<file path="config.mk">
export PLATFORM = sky130hd
export DESIGN_NAME = iwf_outbuf_flat
export DESIGN_NICKNAME = d
export VERILOG_FILES = /design/src/rtl/core/iwf_pkg.sv /design/src/rtl/core/iwf_ifs.sv /design/src/rtl/core/iwf_outbuf.sv /design/src/flat_wrapper.sv
export SDC_FILE = /design/constraint.sdc
export NUM_CORES = 1
export LEC_CHECK = 0
export ABC_AREA = 1
export BUFFER_PORTS_ARGS = -buffer_cell sky130_fd_sc_hd__buf_2
export CORE_UTILIZATION = 46
export CTS_CLUSTER_SIZE = 16
export DETAILED_ROUTE_END_ITERATION = 12
export MAX_ROUTING_LAYER = met4
export PLACE_DENSITY = 0.81
export SLEW_MARGIN = 20
export SYNTH_ARGS = -nofsm -noshare
export SYNTH_HDL_FRONTEND = slang
export SYNTH_SLANG_ARGS = --single-unit
</file>
<file path="constraint.sdc">
create_clock -name clk -period 1.7 [get_ports clk]
set_input_delay 0.34 -clock clk [delete_from_list [all_inputs] [get_ports clk]]
set_output_delay 0.34 -clock clk [all_outputs]
set_load 0.1 [all_outputs]
</file>
<file path="src/rtl/core/iwf_pkg.sv">
`timescale 1ns / 1ps
`default_nettype none
package iwf_pkg;

  localparam logic ACT_WRITE = 1'b0;
  localparam logic ACT_FETCH = 1'b1;

  localparam logic [1:0] EDGE_WRAP   = 2'd0;
  localparam logic [1:0] EDGE_BLACK  = 2'd1;
  localparam logic [1:0] EDGE_REPEAT = 2'd2;

  localparam logic [1:0] CH_RED   = 2'd0;
  localparam logic [1:0] CH_GREEN = 2'd1;

  localparam logic [2:0] REG_WIDTH   = 3'd0;
  localparam logic [2:0] REG_HEIGHT  = 3'd1;
  localparam logic [2:0] REG_EDGE    = 3'd2;
  localparam logic [2:0] REG_CHANNEL = 3'd3;
  localparam logic [2:0] REG_WINDOW  = 3'd4;

  localparam int CFG_DW = 9;

  typedef struct packed {
    logic [8:0] image_width;
    logic [8:0] image_height;
    logic [1:0] edge_mode;
    logic [1:0] color_channel;
    logic [2:0] window_size;
  } cfg_t;

  // Travels alongside a store read; the read data arrives in the next cycle.
  typedef struct packed {
    logic valid;
    logic black;
    logic last;
  } rd_tag_t;

  function automatic logic [7:0] pick_channel(logic [23:0] rgb, logic [1:0] ch);
    logic [7:0] v;
    case (ch)
      CH_RED:   v = rgb[23:16];
      CH_GREEN: v = rgb[15:8];
      default:  v = rgb[7:0];
    endcase
    return v;
  endfunction

endpackage
`default_nettype wire

</file>
<file path="src/rtl/core/iwf_ifs.sv">
`timescale 1ns / 1ps
`default_nettype none


interface iwf_out_if;
  logic       valid;
  logic       ready;
  logic [7:0] channel_value;
  logic       last_of_window;

  modport source (output valid, channel_value, last_of_window, input ready);
  modport sink (input valid, channel_value, last_of_window, output ready);
endinterface
`default_nettype wire

</file>
<file path="src/rtl/core/iwf_outbuf.sv">
`timescale 1ns / 1ps
`default_nettype none
module iwf_outbuf (
  input  wire logic             clk,
  input  wire logic             rst,
  input  wire iwf_pkg::rd_tag_t tag,
  input  wire logic [23:0]      rdata,
  input  wire logic [1:0]       color_channel,
  output logic                  room,
  iwf_out_if.source             out_ch
);

  iwf_pkg::rd_tag_t pend;
  logic             out_valid, skid_valid;
  logic [7:0]       out_value, skid_value;
  logic             out_last, skid_last;
  logic [7:0]       data;
  logic             pop;
  logic [1:0]       occ;

  assign data = pend.black ? 8'd0 : iwf_pkg::pick_channel(rdata, color_channel);
  assign pop  = out_valid && out_ch.ready;
  assign occ  = 2'(out_valid) + 2'(skid_valid) + 2'(pend.valid) - 2'(pop);
  // a read issued now lands next cycle; keep one of the two slots free for it
  assign room = (occ < 2'd2);

  assign out_ch.valid          = out_valid;
  assign out_ch.channel_value  = out_value;
  assign out_ch.last_of_window = out_last;

  always_ff @(posedge clk) begin
    if (rst) begin
      pend.valid <= 1'b0;
      out_valid  <= 1'b0;
      skid_valid <= 1'b0;
    end else begin
      pend.valid <= tag.valid;
      if (!out_valid || pop) begin
        if (skid_valid) begin
          out_valid  <= 1'b1;
          skid_valid <= pend.valid;
        end else begin
          out_valid  <= pend.valid;
        end
      end else if (pend.valid) begin
        skid_valid <= 1'b1;
      end
    end
    pend.black <= tag.black;
    pend.last  <= tag.last;
    if (!out_valid || pop) begin
      if (skid_valid) begin
        out_value  <= skid_value;
        out_last   <= skid_last;
        skid_value <= data;
        skid_last  <= pend.last;
      end else begin
        out_value <= data;
        out_last  <= pend.last;
      end
    end else if (pend.valid) begin
      skid_value <= data;
      skid_last  <= pend.last;
    end
  end

endmodule
`default_nettype wire

</file>
<file path="src/flat_wrapper.sv">
// flat-port wrapper written by rule: the top's interface ports become plain ports
module iwf_outbuf_flat 
  (clk, rst, tag, rdata, color_channel, room, out_ch_valid, out_ch_channel_value, out_ch_last_of_window, out_ch_ready);
  iwf_out_if out_ch_i ();
  input  wire logic clk;
  input  wire logic rst;
  input  wire iwf_pkg::rd_tag_t tag;
  input  wire logic [23:0] rdata;
  input  wire logic [1:0] color_channel;
  output logic room;
  output wire logic [$bits(out_ch_i.valid)-1:0] out_ch_valid;
  output wire logic [$bits(out_ch_i.channel_value)-1:0] out_ch_channel_value;
  output wire logic [$bits(out_ch_i.last_of_window)-1:0] out_ch_last_of_window;
  input wire logic [$bits(out_ch_i.ready)-1:0] out_ch_ready;
  assign out_ch_valid = out_ch_i.valid;
  assign out_ch_channel_value = out_ch_i.channel_value;
  assign out_ch_last_of_window = out_ch_i.last_of_window;
  assign out_ch_i.ready = out_ch_ready;
  iwf_outbuf u_core (.clk(clk), .rst(rst), .tag(tag), .rdata(rdata), .color_channel(color_channel), .room(room), .out_ch(out_ch_i));
endmodule
</file>
==> results.cfg, run 1 <==
[run_status]
outcome = finished, violations left
violations = negative setup slack

[setup_path]
crit_path_end_kind = output pin
rr_worst_depth = 3
setup.worst_path.start_class = register
crit_required_ns = 1.36
path_class = register to output pin
rrSetupSlack_ns = 0.27
slowest_delay_ns = 0.38
crit_chain = nand2_2 > inv_2 > ha_4 > inv_2 > ha_4 > a21oi_4 > xor2_4 > buf_12
r2r-end = u_core.skid_value[2]
critPathSlowestCell = dfxtp_4
cp_top_family = adder cells
timing.rr.start = u_core.skid_valid
arrival_ns = 1.86
crit_buf_inv = 3
worstPathMaxFanout = 2

[final_layout]
areaGrowthSynthToFinish_pct = 30.4
final_common_cell = nand2_1
n_antenna_cell = 0
regArea_um2 = 646
layout_common_cells = nand2_1, buf_2, edfxtp_1
drive_gt1_share_pct = 40.9
multi_input_area_um2 = 479
final_nets = 206
final_cell_count_no_fill = 199
fill_cells = 195

[global_route]
met1_usage_pct = 23.1
grt_pass1_vias = 953
grt_max_degree = 17
track_usage_pct = 21.4
grt_pass1_wl_um = 4040
use_met3_pct = 5.56
gr-max-usage-layer = met2
antenna_found_initial = 0
grt.overflow.total = 0
met2_usage_pct = 36.5

[clocking]
clockBufferDepth = 2
cts_sinks = 23
cts_max_level = 1
path_clk_slew_ns = 0.14
cts_tree = done
cts_setup_buffers = 0
insertion_delay_ns = 0.31
cts_root_buf = clkbuf_4
cts_hold_buf = 0
numCtsBuffers = 3

[timing]
drv_slew = 0
maxSlewHeadroom_pct = 67.8
post-route-min-period_ns = 2.20
fin_crit_sh_pct = 129
worst_pin_slew_ns = 0.486
rsz0062_at_grt = true
setup_viol = 1
finClkSkew_ns = 0.0156
worst_slack_ns = -0.499
max_freq_mhz = 455
hold_violations = 0

[synthesis]
yosysWarnings = 0
ys_seq_area_share_pct = 55.5
synth.avg_cell_area_um2 = 9.24
synth.net_count = 159
synthCells = 125
synth_cell_types = 17
synth.cell_area_um2 = 1150
ys_ff_latch = 23

[floorplanning]
fp.dieH_um = 52.1
core_area_um2 = 2300
fp-row-count = 17
pin_count = 43
die_area_um2 = 2710
initial_core_util_pct = 50.3
die_x_um = 52.1

[min_path]
worstHoldPathType = input port to register
whs_path_depth = 1
hold_end = u_core.pend[0]
min-delay-start = tag[0]

[placed_design]
pre_cts_slack_ns = -0.411
gp_congestion = 0.807
dp_hpwl_um = 1880
port_buffers = 42
placed_cells = 195

[detailed_routing]
drt-initial-drc-count = 33
drc = 0
post_drt_wl_per_cell_um = 12.2
drtPass1Iterations = 4
vias = 976
viasPerCell = 4.90
routed_wl_um = 2440
ant_nets = 0

[power_and_ir_drop]
leakage_nw = 0.799
power_mw = 1.28
p_per_area_nw_per_um2 = 852
peakVddDrop_uv = 557

[job]
drv_cap = 0
[area by class of cell]
type	instances	share of cell area, %
Clock buffer	3	1.50
Clock inverter	1	0.332
Inverter	17	4.24
Multi-Input combinational cell	81	31.8
Sequential cell	23	42.9
Tap cell	28	2.33
Timing Repair Buffer	46	16.9
[synthesized netlist by cell type]
master    instances  area [um^2]
o21a_1            1         7.51
nor2_8            1         20.0
nand2_1          47          176
o21ai_0           1         5.00
ha_1              2         25.0
buf_2             2         10.0
nand3_2           8         80.1
nand3_1          17         85.1
edfxtp_1         18          541
a21oi_1           2         10.0
inv_2             2         7.51
nor2_1            1         3.75
inv_1            15         56.3
dfxtp_1           5          100
buf_6             1         11.3
buf_4             1         7.51
xor2_1            1         8.76
[worst register-to-register path: cells and delay by family, from the launching register on]
family                 cells  cell delay (ns)
flip-flops                 1             0.45
AO/OA/AOI/OAI              1             0.39
buffers and inverters      1             0.14
AND/OR/NAND/NOR            1             0.11
[metrics by stage]
step	hold WS (ns)	TNS [ns]	area (um^2)	utilization (%)
after floorplan	0.368	-0.597	1180	-
after global placement	0.417	-0.326	1440	62.8
after detailed placement	0.435	-0.411	1440	62.8
after CTS	0.108	-0.527	1510	65.5
after global routing	0.0899	-0.563	1510	65.6
final	0.111	-0.499	1510	65.6
[sequential cells by signal, summed over array words and instances, names as in the netlist]
| register | flops |
|---|---|
| u_core.out_ch.channel_value | 8 |
| u_core.skid_value | 8 |
| u_core.pend | 3 |
| u_core.out_ch.last_of_window | 1 |
| u_core.out_ch.valid | 1 |
| u_core.skid_last | 1 |
| u_core.skid_valid | 1 |
[where the power goes]
part | switching [mW] | leakage (nW) | internal [mW]
Sequential | 0.00938 | 0.228 | 0.644
Clock | 0.168 | 0.0177 | 0.0878
Combinational | 0.280 | 0.553 | 0.0943
Total | 0.458 | 0.799 | 0.826
[how the worst max path moves through the flow]
stage / from / endpoint / depth (start not counted)
6_report: u_core.out_ch.valid / room / 8
5_1_grt: u_core.out_ch.valid / room / 8
4_1_cts: u_core.out_ch.valid / room / 8
3_5_place_dp: out_ch_ready / room / 9
3_3_place_gp: out_ch_ready / room / 9
2_1_floorplan: u_core.out_ch.valid / room / 7
[timing repair]
action | CTS | global route
setup endpoints to repair | 1 | 1
gates resized for setup | 6 | 1
gates cloned | 0 | 0
pin swaps | 2 | 2
[kinds of logic after synthesis]
kind of cell             after synthesis  synth area share (%)
AND/OR/NAND/NOR                       74                  31.6
AO/OA/AOI/OAI                          4                  1.95
adder cells (fa/ha/maj)                2                  2.17
XOR/XNOR                               1                 0.759
buffers and inverters                 21                  8.02
flip-flops                            23                  55.5
[metal layers]
metal	up-vias	wire, um
met4	0	39
li1	497	-
met1	452	962
met3	6	78
met5	-	0
met2	21	1360
No activity file was read; power rests on OpenSTA's default activity.
==> inputs of run 2 (changes only) <==
BUFFER_PORTS_ARGS = -buffer_cell sky130_fd_sc_hd__buf_4   (was -buffer_cell sky130_fd_sc_hd__buf_2)
RECOVER_POWER = 50   (was unset)
==> run 2 against run 1 <==
Effect of this change:
- the flow still finishes with violations (negative setup slack)
- clock power down 2%
- routed wire length up 5.8%
- cell area is 6.7% higher
- clock-buffer cell count up 1
- critical endpoint unchanged
==> results.cfg, run 2 (synthesis results as in run 1) <==
[run_status]
outcome = finished, violations left
violations = negative setup slack

[global_route]
track_usage_pct = 22.4
grt_pass1_vias = 900
grt_pass1_wl_um = 4070
grt_max_degree = 17
grt.overflow.total = 0
antenna_found_initial = 0

[clocking]
cts_setup_buffers = 0
cts_hold_buf = 0
cts_max_level = 1
insertion_delay_ns = 0.30
path_clk_slew_ns = 0.12
cts_root_buf = clkbuf_4
numCtsBuffers = 3
cts_tree = done
cts_sinks = 23
clockBufferDepth = 2

[final_layout]
final_util_pct = 70.0
final_nets = 206
drive_gt1_share_pct = 40.9
areaGrowthSynthToFinish_pct = 39.2
layout_common_cells = nand2_1, buf_4, edfxtp_1
n_antenna_cell = 0
final_cell_count_no_fill = 199
finalInstanceArea_um2 = 1610
final_common_cell = nand2_1

[timing]
post-route-min-period_ns = 2.16
fin_crit_sh_pct = 127
worst_slack_ns = -0.455
drv_slew = 0
setup_viol = 1
fin_tns_setup_ns = -0.455
finClkSkew_ns = 0.00538
hold_violations = 0
worst_pin_slew_ns = 0.441
rsz0062_at_grt = true
maxSlewHeadroom_pct = 70.5
max_freq_mhz = 464

[setup_path]
worstSetupPathDepth = 8
crit_path_end_kind = output pin
critPathSlowestCell = dfxtp_4
crit_buf_inv = 3
arrival_ns = 1.82
timing.rr.start = u_core.out_ch.valid
crit_chain = nand2_2 > inv_2 > ha_4 > inv_2 > ha_4 > a21oi_4 > xor2_4 > buf_12
slowest_delay_ns = 0.36
rrSetupSlack_ns = 0.21
crit_required_ns = 1.36
setup.worst_path.start_class = register
crit_end = room
r2r-end = u_core.skid_last
rr_worst_depth = 4
cp_top_family = adder cells
worstPathMaxFanout = 2
critPathLaunch = u_core.out_ch.valid
path_class = register to output pin

[detailed_routing]
vias = 1001
drt-initial-drc-count = 25
routed_wl_um = 2580
drtPass1Iterations = 4
post_drt_wl_per_cell_um = 13.0
viasPerCell = 5.03
ant_nets = 0
drc = 0

[floorplanning]
core_area_um2 = 2300
die_x_um = 52.1
fp.dieH_um = 52.1
initial_core_util_pct = 50.3
die_area_um2 = 2710
fp-row-count = 17
pin_count = 43

[power_and_ir_drop]
p_seq_share_pct = 49.8
p_per_area_nw_per_um2 = 817
p_comb_share_pct = 31.2
peakVddDrop_uv = 624
p_sw_mw = 0.451
p_int_mw = 0.863
p_sw_share_pct = 34.3
leakage_nw = 0.826
clkPwrFrac_pct = 19.0

[placed_design]
placed_cells = 195
gp_congestion = 0.823
placed_cell_area_um2 = 1530
pre_cts_slack_ns = -0.454
port_buffers = 42
dp_hpwl_um = 1890

[job]
drv_cap = 0

[min_path]
whs_path_depth = 1
worstHoldPathType = input port to register
[run 2: metrics by stage]
step                      hold slack (ns)  power [mW]
after global routing                0.116        1.37
final                               0.145        1.31
after CTS                           0.120        1.32
after detailed placement            0.429        1.06
after global placement              0.422        1.05
after floorplan                     0.368       0.941
[run 2: layout make-up]
type / count / area (um^2)
tap: 28 / 35.0
fill: 197 / 689
multi-input combinational: 81 / 479
clock buffer: 4 / 26.3
inverter: 17 / 63.8
timing repair buffer: 46 / 358
sequential: 23 / 646
[run 2: routing by layer]
layer	vias to the layer above	wire length (um)	GRT usage (%)
met4	0	43	8.11
met1	478	1020	24.3
met3	4	70	3.51
li1	500	-	-
met5	-	0	-
met2	19	1450	40.8
[run 2: repair_timing]
item | 4_1_cts | 5_1_grt
setup endpoints to repair | 1 | 1
resized for setup | 10 | 1
pin swaps | 2 | 2
[run 2: worst min-delay path by stage]
| stage | startpoint | end | slack, ns |
|---|---|---|---|
| after floorplan | tag[0] | u_core.pend[0] | 0.37 |
| after global placement | u_core.pend[0] | u_core.skid_last | 0.42 |
| after detailed placement | u_core.pend[0] | u_core.skid_last | 0.43 |
| after CTS | tag[1] | u_core.pend[1] | 0.12 |
| after global routing | tag[0] | u_core.pend[0] | 0.12 |
| final | tag[1] | u_core.pend[1] | 0.15 |
[run 2: power by group through the flow]
stage	clock network [mW]	logic, mW	registers (mW)
after global placement	0	0.382	0.665
final	0.250	0.409	0.655
after floorplan	0	0.108	0.833
after global routing	0.279	0.434	0.658
after CTS	0.255	0.408	0.655
after detailed placement	0	0.389	0.667
[run 2: worst register-to-register path, delay by kind of cell (launching register included)]
family / cells / cell delay (ns)
AND/OR/NAND/NOR: 2 / 0.29
AO/OA/AOI/OAI: 1 / 0.38
flip-flops: 1 / 0.37
buffers and inverters: 1 / 0.13
