<file path="config.mk">
export PLATFORM = sky130hd
export DESIGN_NAME = iwf_seq_flat
export DESIGN_NICKNAME = d
export VERILOG_FILES = /design/src/rtl/core/iwf_pkg.sv /design/src/rtl/core/iwf_ifs.sv /design/src/rtl/core/iwf_seq.sv /design/src/flat_wrapper.sv
export SDC_FILE = /design/constraint.sdc
export NUM_CORES = 1
export LEC_CHECK = 0
export ABC_AREA = 1
export BUFFER_PORTS_ARGS = -buffer_cell sky130_fd_sc_hd__clkbuf_2
export CORE_MARGIN = 2
export CORE_UTILIZATION = 34
export CTS_CLUSTER_DIAMETER = 200
export DETAILED_ROUTE_END_ITERATION = 16
export GPL_TIMING_DRIVEN = 0
export PLACE_DENSITY = 0.51
export SLEW_MARGIN = 20
export SYNTH_ARGS = -nofsm -noshare
export SYNTH_HDL_FRONTEND = slang
export SYNTH_SLANG_ARGS = --single-unit
</file>
<file path="constraint.sdc">
create_clock -name clk -period 4.4 [get_ports clk]
set_input_delay 0.22 -clock clk [delete_from_list [all_inputs] [get_ports clk]]
set_output_delay 0.22 -clock clk [all_outputs]
set_load 0.02 [all_outputs]
</file>
<file path="src/rtl/core/iwf_pkg.sv">
`timescale 1ns / 1ps
`default_nettype none
package iwf_pkg;

  localparam logic ACT_WRITE = 1'b0;
  localparam logic ACT_FETCH = 1'b1;

  localparam logic [1:0] EDGE_WRAP   = 2'd0;
  localparam logic [1:0] EDGE_BLACK  = 2'd1;
  localparam logic [1:0] EDGE_REPEAT = 2'd2;

  localparam logic [1:0] CH_RED   = 2'd0;
  localparam logic [1:0] CH_GREEN = 2'd1;

  localparam logic [2:0] REG_WIDTH   = 3'd0;
  localparam logic [2:0] REG_HEIGHT  = 3'd1;
  localparam logic [2:0] REG_EDGE    = 3'd2;
  localparam logic [2:0] REG_CHANNEL = 3'd3;
  localparam logic [2:0] REG_WINDOW  = 3'd4;

  localparam int CFG_DW = 9;

  typedef struct packed {
    logic [8:0] image_width;
    logic [8:0] image_height;
    logic [1:0] edge_mode;
    logic [1:0] color_channel;
    logic [2:0] window_size;
  } cfg_t;

  // Travels alongside a store read; the read data arrives in the next cycle.
  typedef struct packed {
    logic valid;
    logic black;
    logic last;
  } rd_tag_t;

  function automatic logic [7:0] pick_channel(logic [23:0] rgb, logic [1:0] ch);
    logic [7:0] v;
    case (ch)
      CH_RED:   v = rgb[23:16];
      CH_GREEN: v = rgb[15:8];
      default:  v = rgb[7:0];
    endcase
    return v;
  endfunction

endpackage
`default_nettype wire

</file>
<file path="src/rtl/core/iwf_ifs.sv">
`timescale 1ns / 1ps
`default_nettype none
interface iwf_in_if;
  logic        valid;
  logic        ready;
  logic        action;
  logic [7:0]  coord_x;
  logic [7:0]  coord_y;
  logic [23:0] pixel_rgb;

  modport source (output valid, action, coord_x, coord_y, pixel_rgb, input ready);
  modport sink (input valid, action, coord_x, coord_y, pixel_rgb, output ready);
endinterface

`default_nettype wire

</file>
<file path="src/rtl/core/iwf_seq.sv">
`timescale 1ns / 1ps
`default_nettype none
module iwf_seq #(
  parameter int MAX_WIDTH  = 256,
  parameter int MAX_HEIGHT = 256,
  parameter int MAX_WINDOW = 7,
  parameter int XW = 8,
  parameter int YW = 8,
  parameter int CW = 10
) (
  input  wire logic                 clk,
  input  wire logic                 rst,
  input  wire iwf_pkg::cfg_t        cfg,
  iwf_in_if.sink                    in_ch,
  input  wire logic                 room,
  output logic                      mem_we,
  output logic                      mem_re,
  output logic      [XW+YW-1:0]     mem_addr,
  output logic      [23:0]          mem_wdata,
  output iwf_pkg::rd_tag_t          tag
);

  typedef enum logic {ST_IDLE, ST_RUN} state_t;

  state_t                state;
  logic signed [CW-1:0]  xs;
  logic signed [CW-1:0]  ys;
  logic [2:0]            xx;
  logic [2:0]            yy;
  logic [2:0]            size;

  logic signed [CW-1:0]  w_eff, h_eff, iw, ih, cx, cy;
  logic [2:0]            size_eff;
  logic signed [CW-1:0]  px, py;
  logic [CW:0]           rx, ry;
  logic                  accept, issue, last_pix, wr_in;

  function automatic logic [CW:0] resolve(logic signed [CW-1:0] c,
                                          logic signed [CW-1:0] d,
                                          logic [1:0] mode);
    logic signed [CW-1:0] r;
    logic                 blk;
    r = c;
    case (mode)
      iwf_pkg::EDGE_WRAP: begin
        if (c < 0) r = c + d;
        else if (c >= d) r = c - d;
      end
      iwf_pkg::EDGE_REPEAT: begin
        if (c < 0) r = '0;
        else if (c >= d) r = d - CW'(1);
      end
      default: r = c;
    endcase
    blk = (r < 0) || (r >= d);
    return {blk, r};
  endfunction

  always_comb begin
    iw = $signed({{(CW-9){1'b0}}, cfg.image_width});
    ih = $signed({{(CW-9){1'b0}}, cfg.image_height});
    if (cfg.image_width == '0) w_eff = CW'(1);
    else if (iw > $signed(CW'(MAX_WIDTH))) w_eff = CW'(MAX_WIDTH);
    else w_eff = iw;
    if (cfg.image_height == '0) h_eff = CW'(1);
    else if (ih > $signed(CW'(MAX_HEIGHT))) h_eff = CW'(MAX_HEIGHT);
    else h_eff = ih;
    size_eff = (cfg.window_size > 3'(MAX_WINDOW)) ? 3'(MAX_WINDOW) : cfg.window_size;
  end

  assign cx = $signed({{(CW-8){1'b0}}, in_ch.coord_x});
  assign cy = $signed({{(CW-8){1'b0}}, in_ch.coord_y});

  assign in_ch.ready = (state == ST_IDLE);
  assign accept      = in_ch.valid && in_ch.ready;
  assign wr_in       = accept && (in_ch.action == iwf_pkg::ACT_WRITE) &&
                       (cx < w_eff) && (cy < h_eff);

  assign px = xs + $signed({{(CW-3){1'b0}}, xx});
  assign py = ys + $signed({{(CW-3){1'b0}}, yy});
  assign rx = resolve(px, w_eff, cfg.edge_mode);
  assign ry = resolve(py, h_eff, cfg.edge_mode);

  assign issue    = (state == ST_RUN) && room;
  assign last_pix = (xx == size - 3'd1) && (yy == size - 3'd1);

  always_comb begin
    mem_we    = wr_in;
    mem_re    = issue;
    mem_wdata = in_ch.pixel_rgb;
    if (state == ST_RUN) begin
      mem_addr = {ry[YW-1:0], rx[XW-1:0]};
    end else begin
      mem_addr = {cy[YW-1:0], cx[XW-1:0]};
    end
    tag.valid = issue;
    tag.black = rx[CW] || ry[CW];
    tag.last  = last_pix;
  end

  always_ff @(posedge clk) begin
    if (rst) begin
      state <= ST_IDLE;
      xx    <= '0;
      yy    <= '0;
    end else begin
      case (state)
        ST_IDLE: begin
          if (accept && (in_ch.action == iwf_pkg::ACT_FETCH) && (size_eff != '0)) begin
            state <= ST_RUN;
            size  <= size_eff;
            xs    <= cx - $signed({{(CW-3){1'b0}}, size_eff >> 1});
            ys    <= cy - $signed({{(CW-3){1'b0}}, size_eff >> 1});
            xx    <= '0;
            yy    <= '0;
          end
        end
        ST_RUN: begin
          if (issue) begin
            // advance down the column, then to the next column
            if (yy == size - 3'd1) begin
              yy <= '0;
              xx <= xx + 3'd1;
              if (last_pix) begin
                state <= ST_IDLE;
              end
            end else begin
              yy <= yy + 3'd1;
            end
          end
        end
        default: state <= ST_IDLE;
      endcase
    end
  end

endmodule
`default_nettype wire

</file>
<file path="src/flat_wrapper.sv">
// flat-port wrapper written by rule: the top's interface ports become plain ports
module iwf_seq_flat 
#(
  parameter int MAX_WIDTH  = 256,
  parameter int MAX_HEIGHT = 256,
  parameter int MAX_WINDOW = 7,
  parameter int XW = 8,
  parameter int YW = 8,
  parameter int CW = 10
)
  (clk, rst, cfg, room, mem_we, mem_re, mem_addr, mem_wdata, tag, in_ch_valid, in_ch_action, in_ch_coord_x, in_ch_coord_y, in_ch_pixel_rgb, in_ch_ready);
  iwf_in_if in_ch_i ();
  input  wire logic clk;
  input  wire logic rst;
  input  wire iwf_pkg::cfg_t cfg;
  input  wire logic room;
  output logic mem_we;
  output logic mem_re;
  output logic      [XW+YW-1:0] mem_addr;
  output logic      [23:0] mem_wdata;
  output iwf_pkg::rd_tag_t tag;
  input wire logic [$bits(in_ch_i.valid)-1:0] in_ch_valid;
  input wire logic [$bits(in_ch_i.action)-1:0] in_ch_action;
  input wire logic [$bits(in_ch_i.coord_x)-1:0] in_ch_coord_x;
  input wire logic [$bits(in_ch_i.coord_y)-1:0] in_ch_coord_y;
  input wire logic [$bits(in_ch_i.pixel_rgb)-1:0] in_ch_pixel_rgb;
  output wire logic [$bits(in_ch_i.ready)-1:0] in_ch_ready;
  assign in_ch_i.valid = in_ch_valid;
  assign in_ch_i.action = in_ch_action;
  assign in_ch_i.coord_x = in_ch_coord_x;
  assign in_ch_i.coord_y = in_ch_coord_y;
  assign in_ch_i.pixel_rgb = in_ch_pixel_rgb;
  assign in_ch_ready = in_ch_i.ready;
  iwf_seq #(.MAX_WIDTH(MAX_WIDTH), .MAX_HEIGHT(MAX_HEIGHT), .MAX_WINDOW(MAX_WINDOW), .XW(XW), .YW(YW), .CW(CW)) u_core (.clk(clk), .rst(rst), .cfg(cfg), .in_ch(in_ch_i), .room(room), .mem_we(mem_we), .mem_re(mem_re), .mem_addr(mem_addr), .mem_wdata(mem_wdata), .tag(tag));
endmodule
</file>
==> flow_metrics.py, run 1 <==
metrics = {
    "yosys": {
        "syn_inst": 1044,
        "synth-edff-count": 21,
        "synth_seq_cells": 28,
        "netlist_area_sq_mm": 0.006501,
        "synth_simple_gate_area_frac": 0.3957,
        "synth_top_family_by_area": "simple AND/OR/NAND/NOR gates",
        "synth-adder-area-share": 0.1844,
        "synthTopCellsByArea": "nand2_1, ha_1, edfxtp_1",
        "synthDistinctLibCells": 48,
        "synth_warnings": 0,
        "ys.flop_type": "edfxtp_1",
        "synth_area_per_cell_sq_um": 6.227,
        "synth_compound_area_frac": 0.09488,
        "synth_xor_area_frac": 0.05254,
        "ys_seq_area_frac": 0.1186,
        "syn_nets": 1205,
        "synth_top_area_frac": 0.1744,
        "yosysMostFrequentCell": "nand2_1",
        "ys_top_cells_by_count": "nand2_1, inv_1, nand3_1",
        "yosysTopAreaCell": "nand2_1",
        "synthMuxAreaShare": 0,
        "async_flop_share": 0,
    },
    "final_layout": {
        "area_growth_syn_to_layout_pct": 33.35,
        "drive_gt1_frac": 0.3204,
        "num_antenna_cells": 0,
        "post-route-util": 0.4635,
        "fin_nets": 1370,
        "fin_cells": 1442,
    },
    "setup_path": {
        "critical_path.slowest_cell": "edfxtp_1",
        "timing.critical_path.mode_cell": "nand2_2",
        "cp.arrival_ps": 4510,
        "cp_max_fo": 5,
        "crit_required_ps": 4180,
        "rrSetupSlack_ps": 2420,
        "cp-end-kind": "output port",
        "worstReg2RegEnd": "u_core.ys[6]",
        "cp-start-kind": "flop",
        "reg2reg_from": "u_core.state",
        "rr_worst_depth": 4,
        "worst_path_largest_cell_delay_ps": 420,
        "critical_path_class": "flop to output port",
    },
    "die": {
        "rows": 50,
        "die_height_um": 142.3,
        "coreArea_sq_mm": 0.01871,
        "dieWidth_um": 142.3,
        "initial_utilization": 0.3476,
        "die_area_sq_mm": 0.02024,
        "io_pins": 116,
    },
    "clock_tree": {
        "clock_sinks": 28,
        "cts_max_path_buffers": 2,
        "clk_root_buffer_cell": "clkbuf_16",
        "clk_pin_slew_ps": 70,
        "clock_latency_ps": 260,
        "cts_tree": "built",
        "cts.htree.levels": 1,
        "numCtsBuffers": 3,
    },
    "timing": {
        "holdWs_ps": 166.6,
        "setup_slack_ps": -333.9,
        "period_minus_slack_ps": 4734,
        "finalMaxSlewViolations": 0,
        "max_clock_freq_mhz": 211.2,
        "tns_ps": -601.9,
        "worstMarginPinSlew_ps": 740.2,
        "finalHoldViolations": 0,
        "relSlewSlack": 0.5047,
        "finalSetupViolCount": 2,
        "clock_skew_ps": 1.129,
        "grt_setup_unrepaired": "yes",
        "post-route-period-util": 1.076,
    },
    "placed_design": {
        "gp_congestion": 0.8978,
        "dp.cells": 1367,
        "numPortBuffers": 88,
        "dp_hpwl_mm": 18.02,
    },
    "power": {
        "powerDensity_mw_per_mm2": 172.8,
        "p_total_mw": 1.498,
        "ir_drop_mv": 0.1244,
        "leakage_nw": 4.504,
    },
    "drt": {
        "num_vias": 7287,
        "ant_nets": 0,
        "dr.first_iter.drc_count": 439,
        "drt_first_pass_iters": 5,
        "drc": 0,
        "vias_per_cell": 5.053,
        "wl_per_cell_um": 16.07,
        "routed_wl_mm": 23.18,
    },
    "global_routing": {
        "grt_use_total": 0.2194,
        "overflow": 0,
        "grt_pass1_wl_mm": 34.76,
        "grt_pass1_vias": 6660,
        "grt_max_degree": 16,
        "antenna_found_initial": 0,
    },
    "worst_hold_path": {
        "min_path_type": "primary input to flop",
        "min-delay-start": "rst",
        "hold_path_depth": 2,
        "hold_end": "u_core.state",
    },
    "job": {
        "drv_cap": 0,
    },
    "status": {
        "violations": "setup timing",
        "outcome": "finished, violations left",
    },
}
## what timing repair did
| item | CTS | global route |
|---|---|---|
| hold buffers | 0 | 0 |
| setup endpoints to repair | 1 | 2 |
| cloned | 1 | 0 |
| gates resized for setup | 67 | 125 |
| endpoints found under the hold margin | 0 | 0 |
| buffers inserted | 36 | 39 |
| pin swaps | 28 | 93 |
## state kept, by name, indices dropped and copies added, names as in the netlist
name          flops
u_core.xx         3
u_core.size       3
u_core.ys         9
u_core.state      1
u_core.xs         9
u_core.yy         3
## power by group
| group | switching (mW) | total, mW | internal [mW] |
|---|---|---|---|
| clock network | 0.0862 | 0.210 | 0.124 |
| registers | 0.0111 | 0.308 | 0.297 |
| logic | 0.580 | 0.979 | 0.399 |
| total | 0.677 | 1.50 | 0.820 |
## cells in the final DEF (no fill, tap or decap), drive strengths merged
| cell | synthesis | layout |
|---|---|---|
| a21boi | 2 | 2 |
| inv | 154 | 155 |
| o21a | 2 | 2 |
| o211ai | 3 | 3 |
| dfxtp | 7 | 7 |
| nand2 | 326 | 326 |
| nand4 | 29 | 29 |
| nor2 | 78 | 78 |
| nor3 | 14 | 14 |
| o22ai | 1 | 1 |
| buf | 46 | 119 |
| o31ai | 2 | 2 |
| o21bai | 5 | 5 |
| fa | 8 | 8 |
| a21oi | 47 | 47 |
| a21o | 2 | 2 |
| clkbuf | 8 | 99 |
| o21ai | 34 | 34 |
| edfxtp | 21 | 21 |
| and3 | 6 | 6 |
| nor4 | 1 | 1 |
| nor3b | 1 | 1 |
| xor2 | 32 | 32 |
| clkinv | 2 | 1 |
| a221oi | 1 | 1 |
| ha | 83 | 83 |
| a31o | 1 | 1 |
| xnor2 | 7 | 7 |
| or2 | 5 | 5 |
| nand3 | 108 | 108 |
| nand3b | 4 | 4 |
| a31oi | 3 | 3 |
| a211oi | 1 | 1 |
## worst max-delay path: cells and delay by family (launching register included)
| kind | cells | cell delay [ps] |
|---|---|---|
| xor gates and xnor gates | 1 | 270 |
| AOI/OAI and AO/OA | 3 | 480 |
| adders and majority gates | 4 | 1130 |
| and+or+nand+nor | 18 | 1650 |
| buffers and inverters | 2 | 290 |
| DFF | 1 | 420 |
## logic make-up after synthesis
kind of cell / count (synthesis)
and+or+nand+nor: 572
AOI/OAI and AO/OA: 104
adders and majority gates: 91
xor gates and xnor gates: 39
DFF: 28
buffers and inverters: 210
## area by class of cell
class / count / area (sq um)
inverters: 156 / 600.6
flip-flops and latches: 28 / 782.0
repair buffers: 162 / 1072
clock buffers: 4 / 78.83
fillers: 1964 / 10040
well taps: 234 / 292.8
multi-input cells: 806 / 5443
plain buffers: 52 / 400.4
## through the flow
step | cell area, sq um | setup WS, ps
4_1_cts | 7870 | -483.0
3_5_place_dp | 7252 | -717.6
5_1_grt | 8670 | -605.1
6_report | 8670 | -333.9
2_1_floorplan | 6501 | 233.2
3_3_place_gp | 7234 | -740.8
## how the worst max path moves through the flow
stage                            start     end  cells past startpoint
final                     u_core.xs[0]  tag[1]                     28
after global routing      u_core.xs[1]  tag[1]                     32
after CTS                 u_core.xs[0]  tag[1]                     30
after detailed placement  u_core.yy[0]  tag[1]                     30
after global placement    u_core.yy[0]  tag[1]                     30
after floorplan           u_core.xs[0]  tag[1]                     31
## layer usage
metal | track usage | part of all wire | up-vias
li1 | - | - | 3674
met3 | 0.01178 | 0.049 | 33
met1 | 0.2912 | 0.45 | 3344
met5 | 0 | 0 | -
met4 | 0.04947 | 0.022 | 0
met2 | 0.3921 | 0.48 | 236
Note: power is estimated with default switching activity, not from simulation.
==> run 2, diff against run 1 <==
--- a/config.mk
+++ b/config.mk
@@ -5,14 +5,13 @@
 export SDC_FILE = /design/constraint.sdc
 export NUM_CORES = 1
 export LEC_CHECK = 0
-export ABC_AREA = 1
 export BUFFER_PORTS_ARGS = -buffer_cell sky130_fd_sc_hd__clkbuf_2
 export CORE_MARGIN = 2
 export CORE_UTILIZATION = 34
 export CTS_CLUSTER_DIAMETER = 200
 export DETAILED_ROUTE_END_ITERATION = 16
 export GPL_TIMING_DRIVEN = 0
-export PLACE_DENSITY = 0.51
+export PLACE_DENSITY = 0.52
 export SLEW_MARGIN = 20
 export SYNTH_ARGS = -nofsm -noshare
 export SYNTH_HDL_FRONTEND = slang
==> flow_metrics.py, run 2 <==
metrics = {
    "setup_path": {
        "crit_required_ps": 4180,
        "worstReg2RegEnd": "u_core.state",
        "cp-start-kind": "flop",
        "rr_worst_depth": 7,
        "critical_path_class": "flop to output port",
        "cp.arrival_ps": 4990,
        "cp_max_fo": 5,
        "cp-end-kind": "output port",
        "rrSetupSlack_ps": 2230,
        "reg2reg_from": "u_core.size[0]",
    },
    "timing": {
        "setup_slack_ps": -811.9,
        "tns_ps": -892.2,
        "finalSetupViolCount": 3,
        "worstMarginPinSlew_ps": 892.6,
        "grt_setup_unrepaired": "yes",
        "relSlewSlack": 0.4027,
        "post-route-period-util": 1.185,
        "finalMaxSlewViolations": 0,
        "max_clock_freq_mhz": 191.9,
        "finalHoldViolations": 0,
        "clock_skew_ps": 12.22,
        "period_minus_slack_ps": 5212,
    },
    "clock_tree": {
        "hold_buffers": 0,
        "numCtsBuffers": 3,
        "clock_latency_ps": 270,
        "clk_root_buffer_cell": "clkbuf_16",
        "cts_max_path_buffers": 2,
        "clock_sinks": 28,
        "clk_pin_slew_ps": 70,
        "cts.htree.levels": 1,
        "cts_tree": "built",
    },
    "drt": {
        "drc": 0,
        "drt_first_pass_iters": 5,
        "num_vias": 6179,
        "ant_nets": 0,
        "wl_per_cell_um": 18.85,
        "routed_wl_mm": 20.85,
        "dr.first_iter.drc_count": 430,
        "vias_per_cell": 5.587,
    },
    "placed_design": {
        "pre_cts_slack_ps": -1179,
        "dp.cells": 1055,
        "dp_hpwl_mm": 16.57,
        "numPortBuffers": 87,
        "gp_congestion": 0.8965,
    },
    "final_layout": {
        "final_common_cell": "clkbuf_2",
        "fin_nets": 1048,
        "drive_gt1_frac": 0.3172,
        "fin_cells": 1106,
        "num_antenna_cells": 0,
        "top_regs": "u_core.xs x9, u_core.ys x9",
        "post-route-util": 0.4572,
        "area_growth_syn_to_layout_pct": 30.38,
        "mostFrequentLayoutCells": "clkbuf_2, buf_4, ha_1",
    },
    "job": {
        "drv_cap": 0,
    },
    "yosys": {
        "synthTopCellsByArea": "ha_1, edfxtp_1, nor2_1",
        "syn_inst": 747,
        "synth_top_area_frac": 0.1773,
        "synth_seq_cells": 28,
        "syn_nets": 908,
        "yosysMostFrequentCell": "ha_1",
        "yosysTopAreaCell": "ha_1",
        "ys_top_cells_by_count": "ha_1, nor2_1, inv_1",
        "synthDistinctLibCells": 87,
        "synth_area_per_cell_sq_um": 7.841,
        "synth_warnings": 0,
        "ys_seq_area_frac": 0.1316,
        "ys.flop_type": "edfxtp_1",
        "synth-edff-count": 21,
        "netlist_area_sq_mm": 0.005857,
        "async_flop_share": 0,
    },
    "global_routing": {
        "antenna_found_initial": 0,
        "overflow": 0,
        "grt_pass1_wl_mm": 31.66,
        "grt_max_degree": 17,
        "grt_pass1_vias": 5907,
        "grt_use_total": 0.2192,
    },
    "worst_hold_path": {
        "hold_end": "u_core.xx[1]",
        "hold_path_depth": 2,
        "min_path_type": "primary input to flop",
        "min-delay-start": "rst",
    },
    "die": {
        "dieWidth_um": 135.3,
        "io_pins": 116,
        "initial_utilization": 0.3507,
        "die_height_um": 135.3,
        "coreArea_sq_mm": 0.01670,
        "rows": 47,
        "die_area_sq_mm": 0.01829,
    },
    "power": {
        "leakage_nw": 3.317,
        "switching_share": 0.4086,
        "comb_power_share": 0.576,
        "p_int_mw": 0.8000,
        "p_seq_frac": 0.225,
        "ir_drop_mv": 0.1559,
        "power_switching_mw": 0.5527,
        "p_total_mw": 1.353,
        "powerDensity_mw_per_mm2": 177.2,
        "p_clk_frac": 0.199,
    },
    "status": {
        "violations": "setup timing",
        "outcome": "finished, violations left",
    },
}
-- run 2: how the worst max path moves through the flow --
stage	startpoint	end	cells after the start
floorplan	u_core.xs[0]	tag[1]	20
global placement	u_core.ys[1]	tag[1]	20
detailed placement	u_core.ys[1]	tag[1]	20
CTS	u_core.xs[0]	tag[1]	23
global route	u_core.ys[1]	tag[1]	20
finish	u_core.ys[1]	tag[1]	21
-- run 2: cells by family (layout without fill, tap and decap cells) --
family | after synthesis | in the layout | share of synthesized area
adders and majority gates | 91 | 91 | 0.2047
buffers and inverters | 119 | 258 | 0.09763
xor gates and xnor gates | 47 | 47 | 0.07028
AOI/OAI and AO/OA | 224 | 224 | 0.2878
and+or+nand+nor | 229 | 229 | 0.1923
muxes | 9 | 9 | 0.01581
DFF | 28 | 28 | 0.1316
-- run 2: layer usage --
layer  GRT usage  part of all wire  vias up
li1            -                 -     3032
met1      0.3020              0.46     2896
met2      0.3737              0.47      215
met3     0.01646             0.046       36
met4     0.05208             0.027        0
met5           0                 0        -
-- run 2: what timing repair did --
item	CTS	global route
pin swaps	33	32
setup endpoints to repair	17	14
resized for setup	51	50
cloned	0	1
buffers inserted	29	17
-- run 2: worst max-delay path: stages (launching register included) --
cell,delay (ps)
edfxtp_1,450
ha_4,250
a211oi_4,310
nor2_2,100
xnor2_2,240
inv_2,120
ha_4,290
buf_8,100
nand4b_1,180
a311oi_4,420
a211o_1,190
buf_6,140
mux2i_1,180
o221a_2,230
ha_1,220
nand2b_1,140
a21o_1,180
a211oi_2,250
o21ai_2,100
a211oi_2,210
nand4_1,190
clkbuf_8,200
-- run 2: power by group through the flow --
| stage | Sequential, mW | Clock, mW | Combinational, mW |
|---|---|---|---|
| after global routing | 0.306 | 0.288 | 0.846 |
| after detailed placement | 0.309 | 0 | 0.664 |
| after global placement | 0.310 | 0 | 0.665 |
| after floorplan | 0.307 | 0 | 0.465 |
| final | 0.305 | 0.269 | 0.780 |
| after CTS | 0.304 | 0.274 | 0.725 |
-- run 2: cell type report --
cell class / instances / area [sq um]
fill: 1756 / 9065
sequential: 28 / 779.5
clock buffer: 3 / 75.07
inverter: 61 / 229.0
timing repair buffer: 135 / 832.0
tap: 220 / 275.3
buffer: 58 / 371.6
clock inverter: 1 / 30.03
multi-input combinational: 600 / 5044
-- run 2: per-stage QoR --
step | hold slack [ps] | cell area, sq um
2_1_floorplan | 289.1 | 5942
4_1_cts | 201.5 | 7262
3_3_place_gp | 478.1 | 6653
3_5_place_dp | 484.0 | 6670
6_report | 208.7 | 7636
5_1_grt | 225.5 | 7636
==> run 3, diff against run 2 <==
--- a/config.mk
+++ b/config.mk
@@ -6,6 +6,7 @@
 export NUM_CORES = 1
 export LEC_CHECK = 0
 export BUFFER_PORTS_ARGS = -buffer_cell sky130_fd_sc_hd__clkbuf_2
+export CORE_ASPECT_RATIO = 0.6
 export CORE_MARGIN = 2
 export CORE_UTILIZATION = 34
 export CTS_CLUSTER_DIAMETER = 200
@@ -16,3 +17,4 @@
 export SYNTH_ARGS = -nofsm -noshare
 export SYNTH_HDL_FRONTEND = slang
 export SYNTH_SLANG_ARGS = --single-unit
+export TNS_END_PERCENT = 10
==> flow_metrics.py, run 3 (synthesis results as in run 2) <==
metrics = {
    "timing": {
        "post-route-period-util": 1.219,
        "worstMarginPinSlew_ps": 1043,
        "grt_setup_unrepaired": "yes",
        "setup_slack_ps": -963.5,
        "finalHoldViolations": 0,
        "max_clock_freq_mhz": 186.4,
        "finalMaxSlewViolations": 0,
        "finalSetupViolCount": 5,
        "clock_skew_ps": 5.644,
        "period_minus_slack_ps": 5364,
        "relSlewSlack": 0.3021,
    },
    "drt": {
        "drt_first_pass_iters": 5,
        "wl_per_cell_um": 20.50,
        "num_vias": 6344,
        "ant_nets": 0,
        "routed_wl_mm": 23.15,
        "vias_per_cell": 5.619,
        "dr.first_iter.drc_count": 615,
        "drc": 0,
    },
    "worst_hold_path": {
        "min_path_type": "primary input to flop",
    },
    "setup_path": {
        "cp_max_fo": 8,
        "critical_path_class": "flop to output port",
        "cp-start-kind": "flop",
        "crit_required_ps": 4180,
        "worst_path_largest_cell_delay_ps": 430,
        "critical_path.slowest_cell": "a311oi_4",
        "worstPathCellList": "buf_6 -> ha_4 -> a211oi_4 -> nor2_2 -> xnor2_2 -> inv_2 -> ha_4 -> buf_6 -> nand4b_1 -> a311oi_4 -> a211oi_2 -> buf_4 -> nor2_2 -> o221ai_4 -> nand3_2 -> ha_1 -> a21o_1 -> a211oi_2 -> o21ai_2 -> a211oi_2 -> nand4_1 -> clkbuf_8",
        "timing.critical_path.mode_cell": "a211oi_2",
        "cp-end-kind": "output port",
        "cp.arrival_ps": 5140,
    },
    "power": {
        "leakage_nw": 3.401,
        "powerDensity_mw_per_mm2": 172.6,
        "power_switching_mw": 0.5933,
        "p_int_mw": 0.7720,
        "comb_power_share": 0.607,
        "p_seq_frac": 0.224,
        "p_total_mw": 1.365,
        "p_clk_frac": 0.169,
        "switching_share": 0.4346,
        "ir_drop_mv": 0.1149,
    },
    "global_routing": {
        "antenna_found_initial": 0,
        "grt_max_degree": 22,
        "grt_pass1_wl_mm": 34.33,
        "grt_pass1_vias": 5780,
        "grt_use_total": 0.2423,
        "overflow": 0,
    },
    "final_layout": {
        "drive_gt1_frac": 0.3419,
        "area_growth_syn_to_layout_pct": 35.04,
        "fin_nets": 1057,
        "fillCellCount": 1720,
        "top_regs": "u_core.xs x9, u_core.ys x9",
        "mostFrequentLayoutCells": "clkbuf_2, buf_4, ha_1",
        "num_antenna_cells": 0,
        "final_common_cell": "clkbuf_2",
    },
    "die": {
        "initial_utilization": 0.3447,
        "io_pins": 116,
        "rows": 37,
        "dieWidth_um": 173.4,
        "die_height_um": 105.7,
        "coreArea_sq_mm": 0.01699,
        "die_area_sq_mm": 0.01833,
    },
    "job": {
        "drv_cap": 0,
    },
    "status": {
        "violations": "setup timing",
        "outcome": "finished, violations left",
    },
    "placed_design": {
        "dp_hpwl_mm": 17.77,
        "gp_congestion": 0.9705,
        "numPortBuffers": 87,
        "pre_cts_slack_ps": -1340,
    },
    "clock_tree": {
        "cts_tree": "built",
        "numCtsBuffers": 3,
        "clk_pin_slew_ps": 70,
        "clk_root_buffer_cell": "clkbuf_16",
        "cts.htree.levels": 1,
        "cts_max_path_buffers": 2,
        "hold_buffers": 0,
        "clock_latency_ps": 260,
        "clock_sinks": 28,
    },
}
[run 3: critical path: cells and delay by family (launching register included)]
family          cells  cell delay [ps]
flops               1              410
buf+inv             5              840
xor+xnor            1              280
fa+ha+maj           3              790
compound gates      8             1730
simple gates        5              820
[run 3: area by class of cell]
type,instances,area (sq um),area share
timing repair buffer,144,885.9,0.1120
buffer,58,366.6,0.04635
sequential,28,774.5,0.09793
tap,234,292.8,0.03702
clock buffer,4,88.84,0.01123
inverter,61,232.7,0.02943
multi-input combinational,600,5268,0.6660
[run 3: path summary, 6_finish.rpt]
path	from	end	slack, ps	cells past startpoint
setup / recovery	u_core.ys[1]	tag[1]	-960	22
hold / removal	cfg[0]	u_core.size[0]	230	2
setup reg to reg	u_core.size[0]	u_core.state	2160	7
hold reg to reg	u_core.xx[1]	u_core.xx[1]	520	2
[run 3: power groups by stage]
stage,clock [mW],sequential [mW],combinational (mW)
global placement,0,0.309,0.678
finish,0.231,0.306,0.829
floorplan,0,0.307,0.465
CTS,0.233,0.305,0.752
global route,0.243,0.307,0.889
detailed placement,0,0.309,0.675
[run 3: timing repair]
action / 4_1_cts / 5_1_grt
setup buffers: 42 / 15
endpoints found under the setup margin: 17 / 15
gates resized for setup: 71 / 58
pin swaps: 35 / 40
[run 3: layer usage]
metal / vias to the layer above / part of all wire / wire length [um] / track usage
li1: 3028 / - / - / -
met1: 3003 / 0.51 / 11760 / 0.3982
met2: 293 / 0.37 / 8571 / 0.3011
met3: 20 / 0.12 / 2674 / 0.07431
met4: 0 / 0.0061 / 141 / 0.02361
met5: - / 0 / 0 / 0
[run 3: metrics by stage]
stage          utilization  hold WS (ps)  cell area, sq um  setup TNS [ps]  cells
2_1_floorplan            -         289.1              5942          -62.59    747
3_3_place_gp        0.3926         480.1              6670           -2732   1068
3_5_place_dp        0.3930         493.2              6678           -2337   1068
4_1_cts             0.4413         221.2              7497          -997.9   1114
5_1_grt             0.4655         241.6              7909           -2613   1129
6_report            0.4655         225.4              7909           -1696   1129
